### src/sha_pkg.sv
`timescale 1ns / 1ps
package sha_pkg;

    localparam int WordW   = 32;
    localparam int RoundsN = 64;

    typedef logic [WordW-1:0] word_t;

    typedef struct packed {
        logic       load_byte;
        logic [7:0] byte_val;
        logic       pad_start;
        logic       pad_zero;
        logic       put_len;
        logic       comp_start;
        logic       comp_step;
        logic       comp_finish;
        logic       init_chain;
    } sha_cmd_t;

    typedef struct packed {
        logic [5:0] fill;
        logic       block_full;
        logic       round_last;
    } sha_stat_t;

    localparam word_t IV [8] = '{
        32'h6a09e667, 32'hbb67ae85, 32'h3c6ef372, 32'ha54ff53a,
        32'h510e527f, 32'h9b05688c, 32'h1f83d9ab, 32'h5be0cd19};

    localparam word_t ROUND_K [RoundsN] = '{
        32'h428a2f98, 32'h71374491, 32'hb5c0fbcf, 32'he9b5dba5,
        32'h3956c25b, 32'h59f111f1, 32'h923f82a4, 32'hab1c5ed5,
        32'hd807aa98, 32'h12835b01, 32'h243185be, 32'h550c7dc3,
        32'h72be5d74, 32'h80deb1fe, 32'h9bdc06a7, 32'hc19bf174,
        32'he49b69c1, 32'hefbe4786, 32'h0fc19dc6, 32'h240ca1cc,
        32'h2de92c6f, 32'h4a7484aa, 32'h5cb0a9dc, 32'h76f988da,
        32'h983e5152, 32'ha831c66d, 32'hb00327c8, 32'hbf597fc7,
        32'hc6e00bf3, 32'hd5a79147, 32'h06ca6351, 32'h14292967,
        32'h27b70a85, 32'h2e1b2138, 32'h4d2c6dfc, 32'h53380d13,
        32'h650a7354, 32'h766a0abb, 32'h81c2c92e, 32'h92722c85,
        32'ha2bfe8a1, 32'ha81a664b, 32'hc24b8b70, 32'hc76c51a3,
        32'hd192e819, 32'hd6990624, 32'hf40e3585, 32'h106aa070,
        32'h19a4c116, 32'h1e376c08, 32'h2748774c, 32'h34b0bcb5,
        32'h391c0cb3, 32'h4ed8aa4a, 32'h5b9cca4f, 32'h682e6ff3,
        32'h748f82ee, 32'h78a5636f, 32'h84c87814, 32'h8cc70208,
        32'h90befffa, 32'ha4506ceb, 32'hbef9a3f7, 32'hc67178f2};

    localparam logic [7:0] PAD_BYTE = 8'h80;

    function automatic word_t rotr(input word_t x, input int n);
        rotr = (x >> n) | (x << (WordW - n));
    endfunction

endpackage

### src/sha256_stream_hasher.sv
`timescale 1ns / 1ps
// SHA-256 over a byte stream.
// Input beats on s_axis: tdata carries one message byte, tuser bit 0 says
// whether that byte is present, tlast closes the message. A beat with no
// byte and tlast set hashes what was received so far (empty if nothing).
// A byte that does not fill a block is taken and the block stays ready for
// the next byte. The byte that fills a 64-byte block starts a compression,
// one round per cycle through a single round unit. After tlast, padding is
// written one byte per cycle (with a second padded block if fewer than 9
// bytes were free), then the length field and the rounds of the last block.
// The digest leaves on m_axis as four beats of 64 bits, most significant
// first; tuser holds the word index and tlast marks the fourth beat.
// The block takes no input while it compresses, pads or sends the digest;
// if the receiver stalls, the current digest beat simply holds.
// Reset returns the chaining value to the initial hash and clears the
// fill position and byte count; the block buffer is not cleared.
module sha256_stream_hasher
(
    input  logic        clk,
    input  logic        rst_n,
    input  logic        s_axis_tvalid,
    output logic        s_axis_tready,
    input  logic [7:0]  s_axis_tdata,   // data_byte
    input  logic        s_axis_tuser,   // byte_present
    input  logic        s_axis_tlast,   // end_of_message
    output logic        m_axis_tvalid,
    input  logic        m_axis_tready,
    output logic [63:0] m_axis_tdata,   // digest_word
    output logic [1:0]  m_axis_tuser,   // word_index
    output logic        m_axis_tlast    // final_word
);
    import sha_pkg::*;

    sha_cmd_t     cmd;
    sha_stat_t    stat;
    logic [255:0] digest;
    logic [1:0]   idx;

    sha_ctrl u_ctrl
    (
        .clk           (clk),
        .rst_n         (rst_n),
        .s_axis_tvalid (s_axis_tvalid),
        .s_axis_tready (s_axis_tready),
        .in_byte       (s_axis_tdata),
        .in_present    (s_axis_tuser),
        .in_last       (s_axis_tlast),
        .m_axis_tvalid (m_axis_tvalid),
        .m_axis_tready (m_axis_tready),
        .out_index     (idx),
        .cmd           (cmd),
        .stat          (stat)
    );

    sha_datapath u_dp
    (
        .clk    (clk),
        .rst_n  (rst_n),
        .cmd    (cmd),
        .stat   (stat),
        .digest (digest)
    );

    assign m_axis_tdata = digest[255 - 64*int'(idx) -: 64];
    assign m_axis_tuser = idx;
    assign m_axis_tlast = (idx == 2'd3);

endmodule

### src/sha_datapath.sv
`timescale 1ns / 1ps
module sha_datapath
(
    input  logic              clk,
    input  logic              rst_n,
    input  sha_pkg::sha_cmd_t cmd,
    output sha_pkg::sha_stat_t stat,
    output logic [255:0]      digest
);
    import sha_pkg::*;

    word_t      chain_reg [8];
    word_t      blk_reg   [16];
    word_t      v_reg     [8];
    logic [5:0] fill_reg;
    logic [60:0] total_reg;
    logic [5:0] round_reg;

    word_t s0, s1, w_new, t1, t2, big0, big1, ch, maj;
    logic [63:0] bits;
    logic [3:0]  widx;
    logic [4:0]  bsh;

    assign bits = {total_reg, 3'b000};
    assign widx = fill_reg[5:2];
    assign bsh  = 5'(24 - 8 * int'(fill_reg[1:0]));

    // message schedule from a 16-word window
    assign s0 = rotr(blk_reg[1], 7) ^ rotr(blk_reg[1], 18) ^ (blk_reg[1] >> 3);
    assign s1 = rotr(blk_reg[14], 17) ^ rotr(blk_reg[14], 19) ^ (blk_reg[14] >> 10);
    assign w_new = blk_reg[0] + s0 + blk_reg[9] + s1;

    assign big1 = rotr(v_reg[4], 6) ^ rotr(v_reg[4], 11) ^ rotr(v_reg[4], 25);
    assign ch   = (v_reg[4] & v_reg[5]) ^ (~v_reg[4] & v_reg[6]);
    assign t1   = v_reg[7] + big1 + ch + ROUND_K[round_reg] + blk_reg[0];
    assign big0 = rotr(v_reg[0], 2) ^ rotr(v_reg[0], 13) ^ rotr(v_reg[0], 22);
    assign maj  = (v_reg[0] & v_reg[1]) ^ (v_reg[0] & v_reg[2]) ^ (v_reg[1] & v_reg[2]);
    assign t2   = big0 + maj;

    assign stat.fill       = fill_reg;
    assign stat.block_full = (fill_reg == 6'd63);
    assign stat.round_last = (round_reg == 6'(RoundsN - 1));

    always_comb
    begin
        for (int i = 0; i < 8; i++)
        begin
            digest[255 - 32*i -: 32] = chain_reg[i];
        end
    end

    always_ff @(posedge clk or negedge rst_n)
    begin
        if (!rst_n)
        begin
            fill_reg  <= '0;
            total_reg <= '0;
            round_reg <= '0;
            for (int i = 0; i < 8; i++)
            begin
                chain_reg[i] <= IV[i];
            end
        end
        else
        begin
            if (cmd.load_byte || cmd.pad_start || cmd.pad_zero)
            begin
                blk_reg[widx] <= (blk_reg[widx] & ~(word_t'(8'hff) << bsh))
                    | (word_t'(cmd.load_byte ? cmd.byte_val
                                             : (cmd.pad_start ? PAD_BYTE : 8'h00)) << bsh);
                fill_reg <= fill_reg + 6'd1;
            end
            if (cmd.load_byte)
            begin
                total_reg <= total_reg + 61'd1;
            end
            if (cmd.put_len)
            begin
                blk_reg[14] <= bits[63:32];
                blk_reg[15] <= bits[31:0];
            end
            if (cmd.comp_start)
            begin
                round_reg <= '0;
                for (int i = 0; i < 8; i++)
                begin
                    v_reg[i] <= chain_reg[i];
                end
            end
            if (cmd.comp_step)
            begin
                round_reg <= round_reg + 6'd1;
                v_reg[7] <= v_reg[6];
                v_reg[6] <= v_reg[5];
                v_reg[5] <= v_reg[4];
                v_reg[4] <= v_reg[3] + t1;
                v_reg[3] <= v_reg[2];
                v_reg[2] <= v_reg[1];
                v_reg[1] <= v_reg[0];
                v_reg[0] <= t1 + t2;
                for (int i = 0; i < 15; i++)
                begin
                    blk_reg[i] <= blk_reg[i+1];
                end
                blk_reg[15] <= w_new;
            end
            if (cmd.comp_finish)
            begin
                // add the working values after the last round
                chain_reg[0] <= chain_reg[0] + t1 + t2;
                chain_reg[1] <= chain_reg[1] + v_reg[0];
                chain_reg[2] <= chain_reg[2] + v_reg[1];
                chain_reg[3] <= chain_reg[3] + v_reg[2];
                chain_reg[4] <= chain_reg[4] + v_reg[3] + t1;
                chain_reg[5] <= chain_reg[5] + v_reg[4];
                chain_reg[6] <= chain_reg[6] + v_reg[5];
                chain_reg[7] <= chain_reg[7] + v_reg[6];
            end
            if (cmd.init_chain)
            begin
                fill_reg  <= '0;
                total_reg <= '0;
                for (int i = 0; i < 8; i++)
                begin
                    chain_reg[i] <= IV[i];
                end
            end
        end
    end

endmodule

### src/sha_ctrl.sv
`timescale 1ns / 1ps
module sha_ctrl
(
    input  logic               clk,
    input  logic               rst_n,
    input  logic               s_axis_tvalid,
    output logic               s_axis_tready,
    input  logic [7:0]         in_byte,
    input  logic               in_present,
    input  logic               in_last,
    output logic               m_axis_tvalid,
    input  logic               m_axis_tready,
    output logic [1:0]         out_index,
    output sha_pkg::sha_cmd_t  cmd,
    input  sha_pkg::sha_stat_t stat
);
    import sha_pkg::*;

    typedef enum logic [2:0] {
        ST_IDLE, ST_ROUND, ST_PAD, ST_LEN, ST_FINAL_ROUND, ST_OUT
    } state_t;

    state_t     state_reg;
    logic       last_reg;
    logic       pend_pad_reg;
    logic       wrap_reg;
    logic [1:0] idx_reg;
    logic       accept;
    logic       wrap_now;

    assign s_axis_tready = (state_reg == ST_IDLE);
    assign accept        = s_axis_tvalid && s_axis_tready;
    assign m_axis_tvalid = (state_reg == ST_OUT);
    assign out_index     = idx_reg;
    assign wrap_now      = !pend_pad_reg && (stat.fill == 6'd0) && !wrap_reg;

    always_comb
    begin
        cmd = '0;
        cmd.byte_val = in_byte;
        unique case (state_reg)
            ST_IDLE:
            begin
                if (accept && in_present)
                begin
                    cmd.load_byte  = 1'b1;
                    cmd.comp_start = stat.block_full;
                end
            end
            ST_ROUND, ST_FINAL_ROUND:
            begin
                cmd.comp_step   = 1'b1;
                cmd.comp_finish = 1'b0;
            end
            ST_PAD:
            begin
                cmd.pad_start = pend_pad_reg;
                cmd.pad_zero  = !pend_pad_reg && (stat.fill != 6'd56) && !wrap_now;
            end
            ST_LEN:
            begin
                cmd.put_len    = 1'b1;
                cmd.comp_start = 1'b1;
            end
            ST_OUT:
            begin
                cmd.init_chain = m_axis_tready && (idx_reg == 2'd3);
            end
            default:
            begin
            end
        endcase
        if ((state_reg == ST_ROUND || state_reg == ST_FINAL_ROUND) && stat.round_last)
        begin
            cmd.comp_finish = 1'b1;
        end
        if (state_reg == ST_PAD && wrap_now)
        begin
            cmd.comp_start = 1'b1;
        end
    end

    always_ff @(posedge clk or negedge rst_n)
    begin
        if (!rst_n)
        begin
            state_reg    <= ST_IDLE;
            last_reg     <= 1'b0;
            pend_pad_reg <= 1'b0;
            wrap_reg     <= 1'b0;
            idx_reg      <= '0;
        end
        else
        begin
            unique case (state_reg)
                ST_IDLE:
                begin
                    if (accept)
                    begin
                        last_reg     <= in_last;
                        pend_pad_reg <= 1'b1;
                        wrap_reg     <= 1'b0;
                        idx_reg      <= '0;
                        if (in_present && stat.block_full)
                        begin
                            state_reg <= ST_ROUND;
                        end
                        else if (in_last)
                        begin
                            state_reg <= ST_PAD;
                        end
                    end
                end
                ST_ROUND:
                begin
                    if (stat.round_last)
                    begin
                        state_reg <= last_reg ? ST_PAD : ST_IDLE;
                    end
                end
                ST_PAD:
                begin
                    // first the pad byte, then zeros up to the length field
                    pend_pad_reg <= 1'b0;
                    if (!pend_pad_reg)
                    begin
                        if (wrap_now)
                        begin
                            last_reg  <= 1'b1;
                            wrap_reg  <= 1'b1;
                            state_reg <= ST_ROUND;
                        end
                        else if (stat.fill == 6'd56)
                        begin
                            state_reg <= ST_LEN;
                        end
                    end
                end
                ST_LEN:
                begin
                    state_reg <= ST_FINAL_ROUND;
                end
                ST_FINAL_ROUND:
                begin
                    if (stat.round_last)
                    begin
                        state_reg <= ST_OUT;
                    end
                end
                ST_OUT:
                begin
                    if (m_axis_tready)
                    begin
                        idx_reg <= idx_reg + 2'd1;
                        if (idx_reg == 2'd3)
                        begin
                            state_reg <= ST_IDLE;
                        end
                    end
                end
                default:
                begin
                    state_reg <= ST_IDLE;
                end
            endcase
        end
    end

endmodule

### config.mk
export PLATFORM = sky130hd
export DESIGN_NAME = sha256_stream_hasher
export DESIGN_NICKNAME = d
export VERILOG_FILES = /design/src/sha_pkg.sv /design/src/sha256_stream_hasher.sv /design/src/sha_datapath.sv /design/src/sha_ctrl.sv
export SDC_FILE = /design/constraint.sdc
export NUM_CORES = 2
export LEC_CHECK = 0
export BUFFER_PORTS_ARGS = -buffer_cell sky130_fd_sc_hd__buf_2
export CAP_MARGIN = 0
export CORE_MARGIN = 2
export CORE_UTILIZATION = 25
export CTS_BUF_LIST = sky130_fd_sc_hd__clkbuf_16
export DETAILED_ROUTE_END_ITERATION = 12
export GPL_TIMING_DRIVEN = 0
export SETUP_SLACK_MARGIN = 0.05
export SYNTH_ARGS = -nofsm -noshare
export SYNTH_HDL_FRONTEND = slang
export SYNTH_HIERARCHICAL = 1
export SYNTH_SLANG_ARGS = --single-unit
### constraint.sdc
create_clock -name clk -period 22.2 [get_ports clk]
set_input_delay 4.44 -clock clk [delete_from_list [all_inputs] [get_ports clk]]
set_output_delay 4.44 -clock clk [all_outputs]
set_load 0.01 [all_outputs]
==> results.toml <==
[global_route]
grt_pass1_vias = 63500
antenna_found_initial = 24
grt_max_degree = 107
grt_pass1_wl_mm = 475
grt_overflow = 0
grt_usage_pct = 20.4

[worst_setup_path]
critPathMaxStageDelay_ns = 0.85
cp_max_fo = 10
endpoint_kind = "flop"
cp_slowest_cell = "a2111oi_0"
crit_buf_inv = 5
start_kind = "flop"
critPathRequiredTime_ns = 22.72
crit_family = "compound AO/OA/AOI/OAI gates"
path_class = "flop to flop"
arrival_ns = 12.11

[cts]
tritoncts = "done"
ctsLongestPathBuffers = 3
clk_pin_slew_worst_paths_ns = 0.06
cts.root.buffer_cell = "clkbuf_16"
cts_resized = 0
numCtsBuffers = 121
clock-sinks = 1105
cts_setup_buffers = 0
htreeDepth = 3
postCtsHoldBufs = 0
clock_latency_ns = 0.80

[power_and_ir_drop]
swShare_pct = 22.6
pwr-share-clk_pct = 48.2
seqPwrFrac_pct = 50.3
p_sw_uw = 989
p_per_area_nw_per_um2 = 48.1
power_frac_comb_pct = 1.5
ir_drop_mv = 0.0707
power_uw = 4370
p_leak_uw = 0.0338
p_int_uw = 3380

[min_path]
hold_path.class = "flop to flop"

[routing]
drt_pass1_iterations = 6
post-route-drc-count = 0
antenna_left = 0
dr.first_iter.drc_count = 9700
vias = 67300
post_drt_wl_per_cell_um = 27.6
wl_mm = 342
viasPerCell = 5.43

[timing]
final_hold_viol_count = 0
relSlewSlack_pct = -3.44
finClkSkew_ns = 0.0382
setup_tns_ns = 0
rsz0062_at_grt = "false"
setup_violations = 0
tightest_slew_ns = 1.55
final_max_slew_viol_count = 66
fin_ws_ns = 10.61
finalCritPeriodShare_pct = 52.2
layout_min_cycle_time_ns = 11.59
hold_ws_ns = 0.494
max_freq_mhz = 86.3

[floorplan]
start_util_pct = 25.2
io_pins = 83
dieArea_um2 = 325000
die_w_um = 570
placementRows = 207
core_area_um2 = 318000
fp.dieH_um = 570

[logic_synthesis]
synth_edf_count = 768
ys_async_sr_fraction_pct = 30.5
ys_seq_elements = 1105
syn-instance-count = 7858
syn_nets = 8519
synth_top_flop_cell = "edfxtp_1"
avgSynthCellArea_um2 = 10.2
yosys_warnings = 6
ys_seq_area_share_pct = 39.5
netlist_area_um2 = 80100
synthDistinctLibCells = 104

[outcome]
failed_checks = "capacitance limit, slew limit"
status = "complete, but fails checks"

[placed_design]
dp_hpwl_mm = 268
dp_slack_ns = 11.16
port_buffers = 74
finalWeightedCongestion = 1.00

[final_layout]
nets = 8757
largest_register_ffs = 512
synthToLayoutAreaGrowth_pct = 13.5
drive_gt1_share_pct = 9.90
postLayoutCoreUtil_pct = 28.6

[flow_run]
maxCapViolCount = 6
==> worst register-to-register path, delay by kind of cell, from the launching register on <==
kind            cells  cell delay, ns
simple gates        4            0.85
xor+xnor            2            0.97
fa+ha+maj           6            2.82
flops               1            0.51
compound gates     16            4.19
mux                 1            0.57
buf+inv             5            1.44
==> metal layers <==
layer,vias to the layer above,GRT usage (%),routed length (µm)
met2,4353,30.3,144000
met4,6,9.84,19600
met3,796,4.56,39900
met1,33500,27.9,139000
met5,-,0,46
li1,28600,-,-
==> final timing paths <==
kind / from / end / slack (ns) / cells after the start
setup / recovery: u_dp/round_reg[0]$_DFFE_PN0P_ / u_dp/v_reg[0][28]$_DFFE_PP_ / 10.61 / 34
hold / removal: u_ctrl/wrap_reg$_DFFE_PN0P_ / u_ctrl/wrap_reg$_DFFE_PN0P_ / 0.49 / 2
setup reg to reg: u_dp/round_reg[0]$_DFFE_PN0P_ / u_dp/v_reg[0][28]$_DFFE_PP_ / 10.61 / 34
hold reg to reg: u_ctrl/wrap_reg$_DFFE_PN0P_ / u_ctrl/wrap_reg$_DFFE_PN0P_ / 0.49 / 2
max in group asynchronous: rst_n / u_dp/total_reg[49]$_DFFE_PN0P_ / 17.06 / 3
min in group asynchronous: rst_n / u_dp/digest[149]$_DFFE_PN0P_ / 3.64 / 1
==> power by group through the flow <==
stage	clock (µW)	sequential [µW]	combinational, µW
6_report	2110	2200	63.7
5_1_grt	2210	2200	69.3
4_1_cts	2120	2200	63.5
3_5_place_dp	0	2240	63.2
3_3_place_gp	0	2240	59.0
2_1_floorplan	0	2240	33.6
==> layout make-up <==
cell class	instances	area (µm²)
buffer	448	1870
timing repair buffer	115	1320
clock inverter	110	990
multi-input combinational	5900	45200
inverter	405	1520
antenna	9	22.5
fill	33100	227000
sequential	1105	31700
clock buffer	121	3030
tap	4180	5230
==> through the flow <==
stage / cell area (µm²) / cells
floorplan: 80100 / 7858
global placement: 85700 / 12100
detailed placement: 86800 / 12200
CTS: 90900 / 12400
global route: 90900 / 12400
finish: 90900 / 12400
==> cells in the final DEF, fill, tap and decap left out, types with 76 or more instances in the layout <==
cell type and count:
clkbuf_16 121, xor2_1 191, buf_2 86, nor2_1 506, o21a_1 486, fa_1 221, edfxtp_1 768, a31oi_1 76
a21o_1 169, mux4_2 224, clkbuf_1 352, o21ai_0 388, dfrtp_1 201, inv_1 436, a21oi_1 505, dfstp_2 136
nand3_1 93, nand2b_1 77, ha_1 426, nor3_1 77, mux2i_1 104, xnor2_1 462, nand2_1 1093
==> cells in the mapped netlist (all sizes together) (15+ instances only) <==
| cell | n | area (µm²) |
|---|---|---|
| o21ai | 421 | 2110 |
| nand4 | 29 | 181 |
| a31o | 17 | 149 |
| nand2b | 80 | 513 |
| a31oi | 77 | 488 |
| o31ai | 31 | 233 |
| mux4 | 224 | 5040 |
| dfstp | 136 | 3570 |
| o22ai | 20 | 125 |
| maj3 | 39 | 397 |
| buf | 79 | 422 |
| inv | 404 | 1520 |
| a21o | 172 | 1300 |
| nor2 | 507 | 1910 |
| nor3 | 78 | 402 |
| o211ai | 47 | 353 |
| nor2b | 59 | 372 |
| xor2 | 194 | 1730 |
| a211oi | 52 | 415 |
| and3 | 47 | 295 |
| or3 | 50 | 318 |
| fa | 221 | 4420 |
| dfrtp | 201 | 5030 |
| a311oi | 20 | 175 |
| a211o | 24 | 210 |
| o21bai | 62 | 465 |
| mux2i | 105 | 1050 |
| o2bb2ai | 15 | 131 |
| ha | 426 | 5330 |
| mux2 | 34 | 383 |
| a21oi | 507 | 2540 |
| and2 | 27 | 169 |
| nand3 | 93 | 465 |
| xnor2 | 462 | 4050 |
| o21a | 487 | 3660 |
| edfxtp | 768 | 23100 |
| clkbuf | 367 | 1410 |
| nand2 | 1093 | 4100 |
==> logic make-up (layout without fill, tap and decap cells) <==
logic type	after synthesis	after routing	share of synthesized area [%]
xor+xnor	657	657	7.24
buf+inv	853	1199	4.21
flops	1105	1105	39.5
mux	363	363	8.09
fa+ha+maj	686	686	12.7
other cells	0	9	0
compound gates	2071	2071	16.8
simple gates	2123	2123	11.5
Note: power is estimated with default switching activity, not from simulation.
